<file path="config.mk">
export PLATFORM = sky130hd
export DESIGN_NAME = shifted_window_attention_mask_core_flat
export DESIGN_NICKNAME = d
export VERILOG_FILES = /design/src/sv/swam_pkg.sv /design/src/sv/swam_if.sv /design/src/sv/shifted_window_attention_mask_core.sv /design/src/sv/swam_cfg.sv /design/src/flat_wrapper.sv
export SDC_FILE = /design/constraint.sdc
export NUM_CORES = 2
export LEC_CHECK = 0
export BUFFER_PORTS_ARGS = -buffer_cell sky130_fd_sc_hd__buf_4
export CAP_MARGIN = 40
export CORE_AREA = 2 2 387 389
export CTS_BUF_LIST = sky130_fd_sc_hd__clkbuf_8 sky130_fd_sc_hd__clkbuf_16
export DETAILED_ROUTE_END_ITERATION = 8
export DIE_AREA = 0 0 389 391
export GPL_TIMING_DRIVEN = 0
export SYNTH_ARGS = -nofsm -noshare
export SYNTH_HDL_FRONTEND = slang
export SYNTH_SLANG_ARGS = --single-unit
</file>
<file path="constraint.sdc">
create_clock -name clk -period 17.1 [get_ports clk]
set_input_delay 1.71 -clock clk [delete_from_list [all_inputs] [get_ports clk]]
set_output_delay 1.71 -clock clk [all_outputs]
set_load 0.005 [all_outputs]
</file>
<file path="src/sv/swam_pkg.sv">
// Shared types, constants and arithmetic helpers for the shifted-window mask core.
`timescale 1ns / 1ps

package swam_pkg;

	localparam int GRID_W      = 9;
	localparam int WIN_W       = 5;
	localparam int SHIFT_W     = 4;
	localparam int RECIP_W     = 14;
	localparam int RECIP_SHIFT = 13;
	localparam int CFG_DATA_W  = 9;
	localparam int NWIN_W      = 18;
	localparam int REM_W       = 17;

	localparam logic [GRID_W-1:0] MAX_GRID   = 9'd256;
	localparam logic [WIN_W-1:0]  MAX_WINDOW = 5'd16;

	localparam logic [31:0] MASK_NEG_BITS  = 32'hC2C8_0000;
	localparam logic [31:0] MASK_ZERO_BITS = 32'h0000_0000;

	// Cycles of derived-setting update after reset or a register write
	localparam logic [1:0] CFG_SETTLE = 2'd3;

	typedef enum logic [1:0] {
		REG_GRID_ROWS,
		REG_GRID_COLS,
		REG_WINDOW_SIZE,
		REG_SHIFT_SIZE
	} swam_reg_t;

	// Settings as the datapath sees them, already clamped and pre-digested
	typedef struct packed {
		logic [GRID_W-1:0]  h;
		logic [GRID_W-1:0]  w;
		logic [WIN_W-1:0]   ws;
		logic [RECIP_W-1:0] m_ws;
		logic [SHIFT_W-1:0] sh_h;
		logic [SHIFT_W-1:0] sh_w;
		logic [GRID_W-1:0]  wtok;
		logic [GRID_W-1:0]  nww;
		logic [NWIN_W-1:0]  nwin;
	} swam_cfg_t;

	typedef struct packed {
		logic [REM_W-1:0] rem;
		logic             qbit;
	} swam_dstep_t;

	// ceil(2^13 / ws); exact quotient for dividends below 512
	function automatic logic [RECIP_W-1:0] recip_of(input logic [WIN_W-1:0] ws);
		logic [RECIP_W-1:0] r;
		begin
			case (ws)
				5'd2:    r = 14'd4096;
				5'd3:    r = 14'd2731;
				5'd4:    r = 14'd2048;
				5'd5:    r = 14'd1639;
				5'd6:    r = 14'd1366;
				5'd7:    r = 14'd1171;
				5'd8:    r = 14'd1024;
				5'd9:    r = 14'd911;
				5'd10:   r = 14'd820;
				5'd11:   r = 14'd745;
				5'd12:   r = 14'd683;
				5'd13:   r = 14'd631;
				5'd14:   r = 14'd586;
				5'd15:   r = 14'd547;
				5'd16:   r = 14'd512;
				default: r = 14'd8192;
			endcase
			return r;
		end
	endfunction

	// x / ws through the reciprocal
	function automatic logic [GRID_W-1:0] div_ws(input logic [GRID_W-1:0] x,
			input logic [RECIP_W-1:0] m);
		logic [GRID_W+RECIP_W-1:0] p;
		begin
			p = {{(GRID_W){1'b0}}, x} * {{(GRID_W){1'b0}}, m};
			return p[RECIP_SHIFT+GRID_W-1:RECIP_SHIFT];
		end
	endfunction

	// One restoring-division step at quotient bit position sh
	function automatic swam_dstep_t div_step(input logic [REM_W-1:0] rem,
			input logic [GRID_W-1:0] d, input int sh);
		logic [REM_W-1:0] sub;
		swam_dstep_t      r;
		begin
			sub = {{(REM_W-GRID_W){1'b0}}, d} << sh;
			if (rem >= sub) begin
				r.rem  = rem - sub;
				r.qbit = 1'b1;
			end else begin
				r.rem  = rem;
				r.qbit = 1'b0;
			end
			return r;
		end
	endfunction

	// sh mod n for a 4-bit shift, four conditional subtracts
	function automatic logic [SHIFT_W-1:0] shift_mod(input logic [SHIFT_W-1:0] sh,
			input logic [GRID_W-1:0] n);
		logic [GRID_W+2:0] r;
		logic [GRID_W+2:0] sub;
		begin
			r = {{(GRID_W-1){1'b0}}, sh};
			for (int i = 3; i >= 0; i--) begin
				sub = {3'b000, n} << i;
				if (r >= sub)
					r = r - sub;
			end
			return r[SHIFT_W-1:0];
		end
	endfunction

	// (a + s) mod n, for a < n and s < n
	function automatic logic [GRID_W-1:0] wrap_add(input logic [GRID_W-1:0] a,
			input logic [SHIFT_W-1:0] s, input logic [GRID_W-1:0] n);
		logic [GRID_W:0] t;
		begin
			t = {1'b0, a} + {{(GRID_W-SHIFT_W+1){1'b0}}, s};
			if (t >= {1'b0, n})
				t = t - {1'b0, n};
			return t[GRID_W-1:0];
		end
	endfunction

endpackage

</file>
<file path="src/sv/swam_if.sv">
// Handshake interfaces for the config, pair and mask channels.
`timescale 1ns / 1ps

interface swam_cfg_if;
	import swam_pkg::*;
	logic                  valid;
	logic                  ready;
	logic [1:0]            index;
	logic [CFG_DATA_W-1:0] data;

	modport source (output valid, index, data, input ready);
	modport sink (input valid, index, data, output ready);
endinterface

interface swam_pair_if;
	logic        valid;
	logic        ready;
	logic [15:0] window_index;
	logic [7:0]  query_token;
	logic [7:0]  key_token;

	modport source (output valid, window_index, query_token, key_token, input ready);
	modport sink (input valid, window_index, query_token, key_token, output ready);
endinterface

interface swam_mask_if;
	logic        valid;
	logic        ready;
	logic        masked;
	logic [31:0] mask_bits;

	modport source (output valid, masked, mask_bits, input ready);
	modport sink (input valid, masked, mask_bits, output ready);
endinterface

</file>
<file path="src/sv/shifted_window_attention_mask_core.sv">
// Top level: eight-stage pipeline producing one shifted-window mask entry per item.
`timescale 1ns / 1ps

//  channel | role   | payload                                  | handshake
//  cfg     | sink   | index[1:0], data[8:0]                    | valid/ready
//  pair    | sink   | window_index, query_token, key_token     | valid/ready
//  mask    | source | masked, mask_bits[31:0]                  | valid/ready
//
// One item per cycle unless mask holds the output or settings update; an item passes
// through stage registers s1 to s8 to the output register. The four-stage restoring
// divider splits the window index into window row and column. After reset and after
// every register write, pair.ready stays low while derived settings update.
// A stall on mask freezes all stages together; nothing is dropped or repeated.

module shifted_window_attention_mask_core
	import swam_pkg::*;
(
	input  logic       clk,
	input  logic       arst_n,
	swam_cfg_if.sink   cfg,
	swam_pair_if.sink  pair,
	swam_mask_if.source mask
);

	swam_cfg_t settings;
	logic      cfg_busy;
	logic      en;

	swam_cfg u_cfg (
		.clk      (clk),
		.arst_n   (arst_n),
		.cfg      (cfg),
		.settings (settings),
		.busy     (cfg_busy)
	);

	logic v_s1, v_s2, v_s3, v_s4, v_s5, v_s6, v_s7, v_s8;

	logic [15:0]       win_s1;
	logic [7:0]        q_s1, k_s1;

	logic [7:0]        q_s2, k_s2, qr_s2, kr_s2;
	logic              ok_s2;
	logic [REM_W-1:0]  rem_s2;
	logic [7:0]        quo_s2;

	logic [7:0]        qr_s3, kr_s3, qc_s3, kc_s3;
	logic              ok_s3;
	logic [REM_W-1:0]  rem_s3;
	logic [7:0]        quo_s3;

	logic [7:0]        qr_s4, kr_s4, qc_s4, kc_s4;
	logic              ok_s4;
	logic [REM_W-1:0]  rem_s4;
	logic [7:0]        quo_s4;

	logic [7:0]        qr_s5, kr_s5, qc_s5, kc_s5;
	logic              ok_s5;
	logic [7:0]        wy_s5, wx_s5;

	logic [GRID_W-1:0] qya_s6, qxa_s6, kya_s6, kxa_s6;
	logic              ok_s6;

	logic [GRID_W-1:0] qy_s7, qx_s7, ky_s7, kx_s7;
	logic              ok_s7;

	logic              masked_s8;

	// whole pipe advances unless the output register is held
	assign en         = !v_s8 || mask.ready;
	assign pair.ready = en && !cfg_busy;

	always_ff @(posedge clk or negedge arst_n) begin
		if (!arst_n) begin
			v_s1 <= 1'b0;
			v_s2 <= 1'b0;
			v_s3 <= 1'b0;
			v_s4 <= 1'b0;
			v_s5 <= 1'b0;
			v_s6 <= 1'b0;
			v_s7 <= 1'b0;
			v_s8 <= 1'b0;
		end else if (en) begin
			v_s1 <= pair.valid && !cfg_busy;
			v_s2 <= v_s1;
			v_s3 <= v_s2;
			v_s4 <= v_s3;
			v_s5 <= v_s4;
			v_s6 <= v_s5;
			v_s7 <= v_s6;
			v_s8 <= v_s7;
		end
	end

	// stage 1: input capture
	always_ff @(posedge clk) begin
		if (en) begin
			win_s1 <= pair.window_index;
			q_s1   <= pair.query_token;
			k_s1   <= pair.key_token;
		end
	end

	// stage 2: token rows, range check, divider bits 7..6
	logic [GRID_W-1:0] qr1, kr1;
	logic              ok1;
	swam_dstep_t       d7, d6;

	always_comb begin
		qr1 = div_ws({1'b0, q_s1}, settings.m_ws);
		kr1 = div_ws({1'b0, k_s1}, settings.m_ws);
		ok1 = ({{(NWIN_W-16){1'b0}}, win_s1} < settings.nwin)
			&& ({1'b0, q_s1} < settings.wtok) && ({1'b0, k_s1} < settings.wtok);
		d7  = div_step({1'b0, win_s1}, settings.nww, 7);
		d6  = div_step(d7.rem, settings.nww, 6);
	end

	always_ff @(posedge clk) begin
		if (en) begin
			q_s2   <= q_s1;
			k_s2   <= k_s1;
			qr_s2  <= qr1[7:0];
			kr_s2  <= kr1[7:0];
			ok_s2  <= ok1;
			rem_s2 <= d6.rem;
			quo_s2 <= {d7.qbit, d6.qbit, 6'b000000};
		end
	end

	// stage 3: token columns, divider bits 5..4
	logic [GRID_W+WIN_W-1:0] qrp, krp;
	swam_dstep_t             d5, d4;

	always_comb begin
		qrp = {1'b0, qr_s2} * settings.ws;
		krp = {1'b0, kr_s2} * settings.ws;
		d5  = div_step(rem_s2, settings.nww, 5);
		d4  = div_step(d5.rem, settings.nww, 4);
	end

	always_ff @(posedge clk) begin
		if (en) begin
			qr_s3  <= qr_s2;
			kr_s3  <= kr_s2;
			qc_s3  <= q_s2 - qrp[7:0];
			kc_s3  <= k_s2 - krp[7:0];
			ok_s3  <= ok_s2;
			rem_s3 <= d4.rem;
			quo_s3 <= {quo_s2[7:6], d5.qbit, d4.qbit, 4'b0000};
		end
	end

	// stage 4: divider bits 3..2
	swam_dstep_t d3, d2;

	always_comb begin
		d3 = div_step(rem_s3, settings.nww, 3);
		d2 = div_step(d3.rem, settings.nww, 2);
	end

	always_ff @(posedge clk) begin
		if (en) begin
			qr_s4  <= qr_s3;
			kr_s4  <= kr_s3;
			qc_s4  <= qc_s3;
			kc_s4  <= kc_s3;
			ok_s4  <= ok_s3;
			rem_s4 <= d2.rem;
			quo_s4 <= {quo_s3[7:4], d3.qbit, d2.qbit, 2'b00};
		end
	end

	// stage 5: divider bits 1..0 give window row and column
	swam_dstep_t d1, d0;

	always_comb begin
		d1 = div_step(rem_s4, settings.nww, 1);
		d0 = div_step(d1.rem, settings.nww, 0);
	end

	always_ff @(posedge clk) begin
		if (en) begin
			qr_s5 <= qr_s4;
			kr_s5 <= kr_s4;
			qc_s5 <= qc_s4;
			kc_s5 <= kc_s4;
			ok_s5 <= ok_s4;
			wy_s5 <= {quo_s4[7:2], d1.qbit, d0.qbit};
			wx_s5 <= d0.rem[7:0];
		end
	end

	// stage 6: absolute grid positions before the shift
	logic [GRID_W+WIN_W-1:0] by5, bx5;

	always_comb begin
		by5 = {1'b0, wy_s5} * settings.ws;
		bx5 = {1'b0, wx_s5} * settings.ws;
	end

	always_ff @(posedge clk) begin
		if (en) begin
			qya_s6 <= by5[GRID_W-1:0] + {1'b0, qr_s5};
			kya_s6 <= by5[GRID_W-1:0] + {1'b0, kr_s5};
			qxa_s6 <= bx5[GRID_W-1:0] + {1'b0, qc_s5};
			kxa_s6 <= bx5[GRID_W-1:0] + {1'b0, kc_s5};
			ok_s6  <= ok_s5;
		end
	end

	// stage 7: cyclic shift with wrap at the grid edge
	always_ff @(posedge clk) begin
		if (en) begin
			qy_s7 <= wrap_add(qya_s6, settings.sh_h, settings.h);
			ky_s7 <= wrap_add(kya_s6, settings.sh_h, settings.h);
			qx_s7 <= wrap_add(qxa_s6, settings.sh_w, settings.w);
			kx_s7 <= wrap_add(kxa_s6, settings.sh_w, settings.w);
			ok_s7 <= ok_s6;
		end
	end

	// stage 8: compare region labels into the output register
	logic diff7;

	always_comb begin
		diff7 = (div_ws(qy_s7, settings.m_ws) != div_ws(ky_s7, settings.m_ws))
			|| (div_ws(qx_s7, settings.m_ws) != div_ws(kx_s7, settings.m_ws));
	end

	always_ff @(posedge clk) begin
		if (en)
			masked_s8 <= ok_s7 && diff7;
	end

	assign mask.valid     = v_s8;
	assign mask.masked    = masked_s8;
	assign mask.mask_bits = masked_s8 ? MASK_NEG_BITS : MASK_ZERO_BITS;

endmodule

</file>
<file path="src/sv/swam_cfg.sv">
// Configuration registers and the settings derived from them.
`timescale 1ns / 1ps

module swam_cfg
	import swam_pkg::*;
(
	input  logic         clk,
	input  logic         arst_n,
	swam_cfg_if.sink     cfg,
	output swam_cfg_t    settings,
	output logic         busy
);

	logic [GRID_W-1:0]  rows_q, cols_q;
	logic [WIN_W-1:0]   win_q;
	logic [SHIFT_W-1:0] shift_q;
	logic [1:0]         settle_q;

	// first derived level: clamped sizes and reciprocal
	logic [GRID_W-1:0]  h_q, w_q;
	logic [WIN_W-1:0]   ws_q;
	logic [RECIP_W-1:0] m_q;
	logic [SHIFT_W-1:0] sh_q;
	// second level: window grid, wrapped shifts, tokens per window
	logic [GRID_W-1:0]  nwh_q, nww_q, wtok_q;
	logic [SHIFT_W-1:0] sh_h_q, sh_w_q;
	// third level: window count
	logic [NWIN_W-1:0]  nwin_q;

	logic [GRID_W-1:0]  h_c, w_c;
	logic [WIN_W-1:0]   ws_c;
	logic [2*WIN_W-1:0] wtok_p;

	assign cfg.ready = 1'b1;

	// register file
	always_ff @(posedge clk or negedge arst_n) begin
		if (!arst_n) begin
			rows_q  <= 9'd8;
			cols_q  <= 9'd8;
			win_q   <= 5'd4;
			shift_q <= 4'd2;
		end else if (cfg.valid) begin
			unique case (swam_reg_t'(cfg.index))
				REG_GRID_ROWS:   rows_q  <= cfg.data;
				REG_GRID_COLS:   cols_q  <= cfg.data;
				REG_WINDOW_SIZE: win_q   <= cfg.data[WIN_W-1:0];
				REG_SHIFT_SIZE:  shift_q <= cfg.data[SHIFT_W-1:0];
			endcase
		end
	end

	// hold off items until the derived chain has caught up
	always_ff @(posedge clk or negedge arst_n) begin
		if (!arst_n)
			settle_q <= CFG_SETTLE;
		else if (cfg.valid)
			settle_q <= CFG_SETTLE;
		else if (settle_q != 2'd0)
			settle_q <= settle_q - 2'd1;
	end

	assign busy = (settle_q != 2'd0);

	// clamp to the supported ranges
	always_comb begin
		h_c  = (rows_q == '0) ? 9'd1 : ((rows_q > MAX_GRID) ? MAX_GRID : rows_q);
		w_c  = (cols_q == '0) ? 9'd1 : ((cols_q > MAX_GRID) ? MAX_GRID : cols_q);
		ws_c = (win_q == '0) ? 5'd1 : ((win_q > MAX_WINDOW) ? MAX_WINDOW : win_q);
	end

	assign wtok_p = ws_q * ws_q;

	// derived chain, one level per cycle
	always_ff @(posedge clk) begin
		h_q    <= h_c;
		w_q    <= w_c;
		ws_q   <= ws_c;
		m_q    <= recip_of(ws_c);
		sh_q   <= shift_q;
		nwh_q  <= div_ws(h_q, m_q);
		nww_q  <= div_ws(w_q, m_q);
		wtok_q <= wtok_p[GRID_W-1:0];
		sh_h_q <= shift_mod(sh_q, h_q);
		sh_w_q <= shift_mod(sh_q, w_q);
		nwin_q <= nwh_q * nww_q;
	end

	always_comb begin
		settings.h    = h_q;
		settings.w    = w_q;
		settings.ws   = ws_q;
		settings.m_ws = m_q;
		settings.sh_h = sh_h_q;
		settings.sh_w = sh_w_q;
		settings.wtok = wtok_q;
		settings.nww  = nww_q;
		settings.nwin = nwin_q;
	end

endmodule

</file>
<file path="src/flat_wrapper.sv">
// flat-port wrapper written by rule: the top's interface ports become plain ports
module shifted_window_attention_mask_core_flat import swam_pkg::*;
  (clk, arst_n, cfg_valid, cfg_index, cfg_data, cfg_ready, pair_valid, pair_window_index, pair_query_token, pair_key_token, pair_ready, mask_valid, mask_masked, mask_mask_bits, mask_ready);
  swam_cfg_if cfg_i ();
  swam_pair_if pair_i ();
  swam_mask_if mask_i ();
  input  logic clk;
  input  logic arst_n;
  input wire logic [$bits(cfg_i.valid)-1:0] cfg_valid;
  input wire logic [$bits(cfg_i.index)-1:0] cfg_index;
  input wire logic [$bits(cfg_i.data)-1:0] cfg_data;
  output wire logic [$bits(cfg_i.ready)-1:0] cfg_ready;
  input wire logic [$bits(pair_i.valid)-1:0] pair_valid;
  input wire logic [$bits(pair_i.window_index)-1:0] pair_window_index;
  input wire logic [$bits(pair_i.query_token)-1:0] pair_query_token;
  input wire logic [$bits(pair_i.key_token)-1:0] pair_key_token;
  output wire logic [$bits(pair_i.ready)-1:0] pair_ready;
  output wire logic [$bits(mask_i.valid)-1:0] mask_valid;
  output wire logic [$bits(mask_i.masked)-1:0] mask_masked;
  output wire logic [$bits(mask_i.mask_bits)-1:0] mask_mask_bits;
  input wire logic [$bits(mask_i.ready)-1:0] mask_ready;
  assign cfg_i.valid = cfg_valid;
  assign cfg_i.index = cfg_index;
  assign cfg_i.data = cfg_data;
  assign cfg_ready = cfg_i.ready;
  assign pair_i.valid = pair_valid;
  assign pair_i.window_index = pair_window_index;
  assign pair_i.query_token = pair_query_token;
  assign pair_i.key_token = pair_key_token;
  assign pair_ready = pair_i.ready;
  assign mask_valid = mask_i.valid;
  assign mask_masked = mask_i.masked;
  assign mask_mask_bits = mask_i.mask_bits;
  assign mask_i.ready = mask_ready;
  shifted_window_attention_mask_core u_core (.clk(clk), .arst_n(arst_n), .cfg(cfg_i), .pair(pair_i), .mask(mask_i));
endmodule
</file>
## After elaboration in Yosys (flattened, before gate mapping)

Memories as Yosys holds them, arrays and structs flattened. A register that Yosys moved wholly into a read port is not among the register bits.
Cells that the tools add are included.

- Flip-flop bits (word level): 435
- Word-level logic and storage cells: 192
- Memories: 1
- Input port bits: 48
- Output and inout port bits: 36
- Memory bits (read-only): 448

Memory list:

| memory | words | bits a word | rd ports | clocked after Yosys merged registers in | wr ports | RTL line | text |
|---|---|---|---|---|---|---|---|
| (no name shown) | 32 | 14 | 1 | 1 | 0 | swam_pkg.sv:53 | `case (ws)` |

- Multiply operators: 14
- Add/sub/neg operators: 31
- Reduce and logical (&&, ||, !) cells: 21
- Equal/unequal tests: 5
- Multiplexer cells: 27
- $lt $le $gt $ge: 26

Operator list:

| kind | count |
|---|---|
| $mul A9 B14 Y22 | 6 |
| $mux W18 | 7 |
| $mux W12 | 6 |
| $mux W9 | 7 |
| $mul A8 B14 Y21 | 2 |
| $add A9 B4 Y10 | 4 |
| $ge A10 B9 Y1 | 4 |
| $add A9 B8 Y9 | 4 |
| $sub A9 B9 Y9 | 4 |
| $mux W32 | 1 |
| $ge A12 B10 Y1 | 2 |
| $ge A12 B11 Y1 | 2 |
| $ge A12 B9 Y1 | 2 |
| $ge A4 B12 Y1 | 2 |
| $sub A12 B10 Y12 | 2 |
| $sub A12 B11 Y12 | 2 |
| $sub A4 B12 Y12 | 2 |
| $sub A8 B8 Y8 | 3 |
| $gt A9 B9 Y1 const B | 2 |
| $logic_not A9 Y1 | 2 |
| $lt A16 B18 Y1 | 1 |
| $lt A8 B9 Y1 | 2 |
| $mul A8 B5 Y9 | 2 |
| $mul A9 B9 Y18 | 1 |
| 34 further kinds | 52 |

## Longest topological paths before layout

- Word-level depth: 8
- Gate-level depth with buffers: 35
- Depth with buffers taken out: 35

## By module

A second synthesis with hierarchy kept.

- Cell total of the unflattened synthesis: 6161
- Area, all modules: 59112.9 um^2

Modules (own cells, without submodules):

| module | cells each | area each (um^2) | times used | sequential area each (um^2) |
|---|---|---|---|---|
| shifted_window_attention_mask_core | 4349 | 42694.7 | 1 | 9749.4 |
| swam_cfg | 1812 | 16418.2 | 1 | 2595.0 |

## Worst setup path after synthesis

Ideal clock, no wire load.

- Kind: in2out
- From: input mask_ready
- To: output pair_ready
- Path slack: 3.980 ns
- Stages: 3
- Required time: 15.390 ns
- Path buffers: 1
- Arrival: 11.410 ns
- Path through: nand2b_1 clkbuf_1 and2_1

- Longest elaborated chain between the ends: 2

RTL lines:

| element | RTL line | text |
|---|---|---|
| start, declared | flat_wrapper.sv:21 | `input wire logic [$bits(mask_i.ready)-1:0] mask_ready;` |
| $logic_or A1 B1 Y1 | shifted_window_attention_mask_core.sv:70 | `assign en = !v_s8 \|\| mask.ready;` |
| $logic_and A1 B1 Y1 | shifted_window_attention_mask_core.sv:71 | `assign pair.ready = en && !cfg_busy;` |
| end, declared | flat_wrapper.sv:17 | `output wire logic [$bits(pair_i.ready)-1:0] pair_ready;` |

No other way between the ends.

## Final worst setup path

- From: register u_core.u_cfg.h_q[1]
- To: register u_core.u_cfg.sh_h_q[0]

- Longest elaborated chain between the ends: 8
- Elaborated cells between the ends (all ways): 12
- Classes of those cells: add/sub (4); order compare (4); mux (4)

RTL lines:

| element | RTL line | text |
|---|---|---|
| start, declared | swam_cfg.sv:20 | `logic [GRID_W-1:0] h_q, w_q;` |
| start signal, assigned | swam_cfg.sv:76 | `h_q <= h_c;` |
| $sub A4 B12 Y12 or $ge A4 B12 Y1 (tied branches) | swam_pkg.sv:113, swam_pkg.sv:112 |  |
| $mux W12 | swam_pkg.sv:112 | `if (r >= sub)` |
| $sub A12 B11 Y12 or $ge A12 B11 Y1 (tied branches) | swam_pkg.sv:113, swam_pkg.sv:112 |  |
| $mux W12 | swam_pkg.sv:112 |  |
| $sub A12 B10 Y12 or $ge A12 B10 Y1 (tied branches) | swam_pkg.sv:113, swam_pkg.sv:112 |  |
| $mux W12 | swam_pkg.sv:112 |  |
| $ge A12 B9 Y1 or $sub A4 B4 Y4 (tied branches) | swam_pkg.sv:112, swam_pkg.sv:113 |  |
| $mux W4 (*) | swam_pkg.sv:112 |  |
| end signal, assigned | swam_cfg.sv:84 | `sh_h_q <= shift_mod(sh_q, h_q);` |
| end, declared | swam_cfg.sv:26 | `logic [SHIFT_W-1:0] sh_h_q, sh_w_q;` |

Mark *: on every way between the ends. The rest lies on a longest branch, timed or not.
A chain may end at the register's enable or synchronous reset.

==> results.json <==
{
  "synth_seq_cells": 448,
  "slowest_delay_ps": 660,
  "hold_buffers": 0,
  "cap_violations": 0,
  "cts-buffers-inserted": 51,
  "firstDrtPassIters": 5,
  "fp.coreArea_mm2": 0.149,
  "viasPerCell": 5.11,
  "drive_gt1_frac": 0.0568,
  "die_w_um": 389,
  "timing_worst_setup_path_type": "reg -> reg",
  "antenna_found_initial": 5,
  "fin_nets": 7754,
  "period_minus_slack_ps": 9550,
  "post-cts-setup-buffers": 0,
  "setup_viol": 0,
  "cp_max_fo": 11,
  "crit_path_start": "u_core.u_cfg.h_q[1]",
  "clkTransAtPathRegs_ps": 60,
  "period_share": 0.558,
  "cp_common_cell": "o21ai_0",
  "cts_buffer_depth": 3,
  "rows": 142,
  "clock_skew_ps": 31.9,
  "synth-edff-count": 318,
  "tightestPinTransition_ps": 952,
  "cts-root-buf": "clkbuf_16",
  "hold_viol_final": 0,
  "drv_slew": 0,
  "min_from": "u_core.u_cfg.shift_q[0]",
  "cts_resized": 0,
  "clk_latency_ps": 630,
  "fp.dieH_um": 391,
  "fillCellCount": 14455,
  "cts_tree": "built",
  "grt_max_degree": 64,
  "hold_ws_ps": 372,
  "grt_pass1_vias": 44171,
  "h-tree-depth": 2,
  "netlist_instances": 6114,
  "grt_overflow": 0,
  "place_area_mm2": 0.0623,
  "die-area_mm2": 0.152,
  "hold_class": "reg -> reg",
  "via_count": 42353,
  "synth_cell_types": 102,
  "ant_nets": 0,
  "drt_first_iter_violations": 2410,
  "track_usage": 0.215,
  "ioPinCount": 84,
  "critical_path.endpoint_type": "flip-flop",
  "cp.arrival_ps": 9990,
  "relSlewSlack": 0.365,
  "crit_path_top_delay_cell": "a2111oi_4",
  "ys_seq_area_frac": 0.210,
  "synthArstFlopShare": 0.0826,
  "timing.rr.start": "u_core.u_cfg.h_q[1]",
  "grt_pass1_wl_um": 254000,
  "synthFlopType": "edfxtp_1",
  "wl_per_cell_um": 19.3,
  "yosys_warnings": 0,
  "place.gp.congestion": 0.923,
  "cts.sinks": 448,
  "final_cell_area_mm2": 0.0640,
  "final-seq-area_mm2": 0.0123,
  "multi_input_area_mm2": 0.0416,
  "portBuffers": 56,
  "wl_um": 160000,
  "cp_data_required_time_ps": 17540,
  "start_util": 0.395,
  "drc": 0,
  "status": "finished, final reports clean",
  "place_hpwl_um": 130000,
  "rsz0062_at_grt": "no",
  "synth_area_mm2": 0.0587,
  "syn-mean-instance-area_um2": 9.60,
  "synthToLayoutAreaGrowth_pct": 9.08,
  "max_freq_mhz": 105,
  "start_kind": "flip-flop"
}
-- final timing paths --
check / to / slack (ps) / cells after the start
setup / recovery: u_core.u_cfg.sh_h_q[0] / 7550 / 34
hold / removal: u_core.u_cfg.sh_q[0] / 370 / 0
setup reg to reg: u_core.u_cfg.sh_h_q[0] / 7550 / 34
hold reg to reg: u_core.u_cfg.sh_q[0] / 370 / 0
max in group asynchronous: u_core.u_cfg.rows_q[3] / 15710 / 1
min in group asynchronous: u_core.u_cfg.rows_q[7] / 1040 / 1
-- through the flow --
step	std cells	setup TNS (ps)	worst slack (ps)	util
5_1_grt	8280	0	6860	0.431
2_1_floorplan	6139	0	3980	-
6_report	8284	0	7550	0.431
3_5_place_dp	8183	0	7760	0.419
4_1_cts	8279	0	7650	0.431
3_3_place_gp	8139	-479	-479	0.415
-- synthesized netlist by cell type, types with 14 or more instances --
| master | count | area (um^2) |
|---|---|---|
| edfxtp_1 | 318 | 9550 |
| a31oi_1 | 15 | 93.8 |
| and3_1 | 14 | 87.6 |
| nand4_1 | 39 | 244 |
| mux2_2 | 78 | 878 |
| o21a_1 | 30 | 225 |
| nor3_1 | 42 | 210 |
| clkbuf_1 | 230 | 863 |
| o211ai_1 | 17 | 128 |
| mux2i_1 | 23 | 230 |
| nor2_1 | 183 | 687 |
| nand3_1 | 24 | 120 |
| a211oi_1 | 17 | 128 |
| fa_1 | 775 | 15500 |
| a21oi_1 | 226 | 1130 |
| o21ai_0 | 139 | 696 |
| and2_1 | 580 | 3630 |
| xnor2_1 | 253 | 2220 |
| a21boi_0 | 18 | 135 |
| nor4_1 | 15 | 93.8 |
| o21bai_1 | 51 | 383 |
| xor2_1 | 79 | 692 |
| a21o_1 | 98 | 736 |
| buf_4 | 34 | 255 |
| ha_1 | 638 | 7980 |
| inv_1 | 999 | 3750 |
| dfrtp_1 | 31 | 776 |
| nand2b_1 | 34 | 213 |
| dfxtp_1 | 93 | 1860 |
| o31ai_1 | 16 | 120 |
| nor2b_1 | 43 | 269 |
| nand2_1 | 751 | 2820 |
-- registers in the layout (all words and copies together) (netlist names), 14 cells and up --
register / cells
u_core.rem_s4: 17
u_core.rem_s2: 17
u_core.u_cfg.m_q: 14
u_core.u_cfg.nwin_q: 18
u_core.rem_s3: 17
u_core.win_s1: 16
-- metal layers --
layer,part of all wire,GRT usage
met4,0.043,0.0828
met1,0.42,0.275
met5,0.000081,0
met3,0.050,0.0260
met2,0.49,0.369
-- logic make-up (layout without fill, tap and decap cells) --
group	Yosys count	count (layout)	synth area share
simple gates	1805	1805	0.154
fa+ha+maj	1413	1413	0.400
buf+inv	1271	1468	0.0836
compound gates	736	736	0.0821
flops	448	448	0.210
xor+xnor	332	332	0.0495
mux	107	107	0.0204
other cells	2	31	0.000128
-- final cells by class --
cell class	instances	area share
tap	1944	0.0380
multi-input combinational	4420	0.649
buffer	271	0.0181
inverter	1000	0.0586
clock buffer	59	0.0220
timing repair buffer	101	0.0166
sequential	448	0.193
clock inverter	37	0.00498
antenna	4	0.000156
-- placed cells by master, fill, tap and decap left out, types with 139 or more instances in the layout --
cell      instances
o21ai_0         139
clkbuf_1        229
a21oi_1         226
nand2_1         751
nor2_1          183
fa_1            775
ha_1            638
and2_1          580
edfxtp_1        318
xnor2_1         253
inv_1          1002
-- critical path: cells and delay by family (launching register included) --
family,cells,cell delay [ps]
buffers and inverters,2,1060
AOI/OAI and AO/OA,17,3620
muxes,2,880
adders and majority gates,4,1370
and+or+nand+nor,8,1590
DFF,1,650
xor gates and xnor gates,1,180
Power is left out: the tool's default activity adds up to more than one toggle a clock period on the data nets, which glitch-free logic cannot reach.
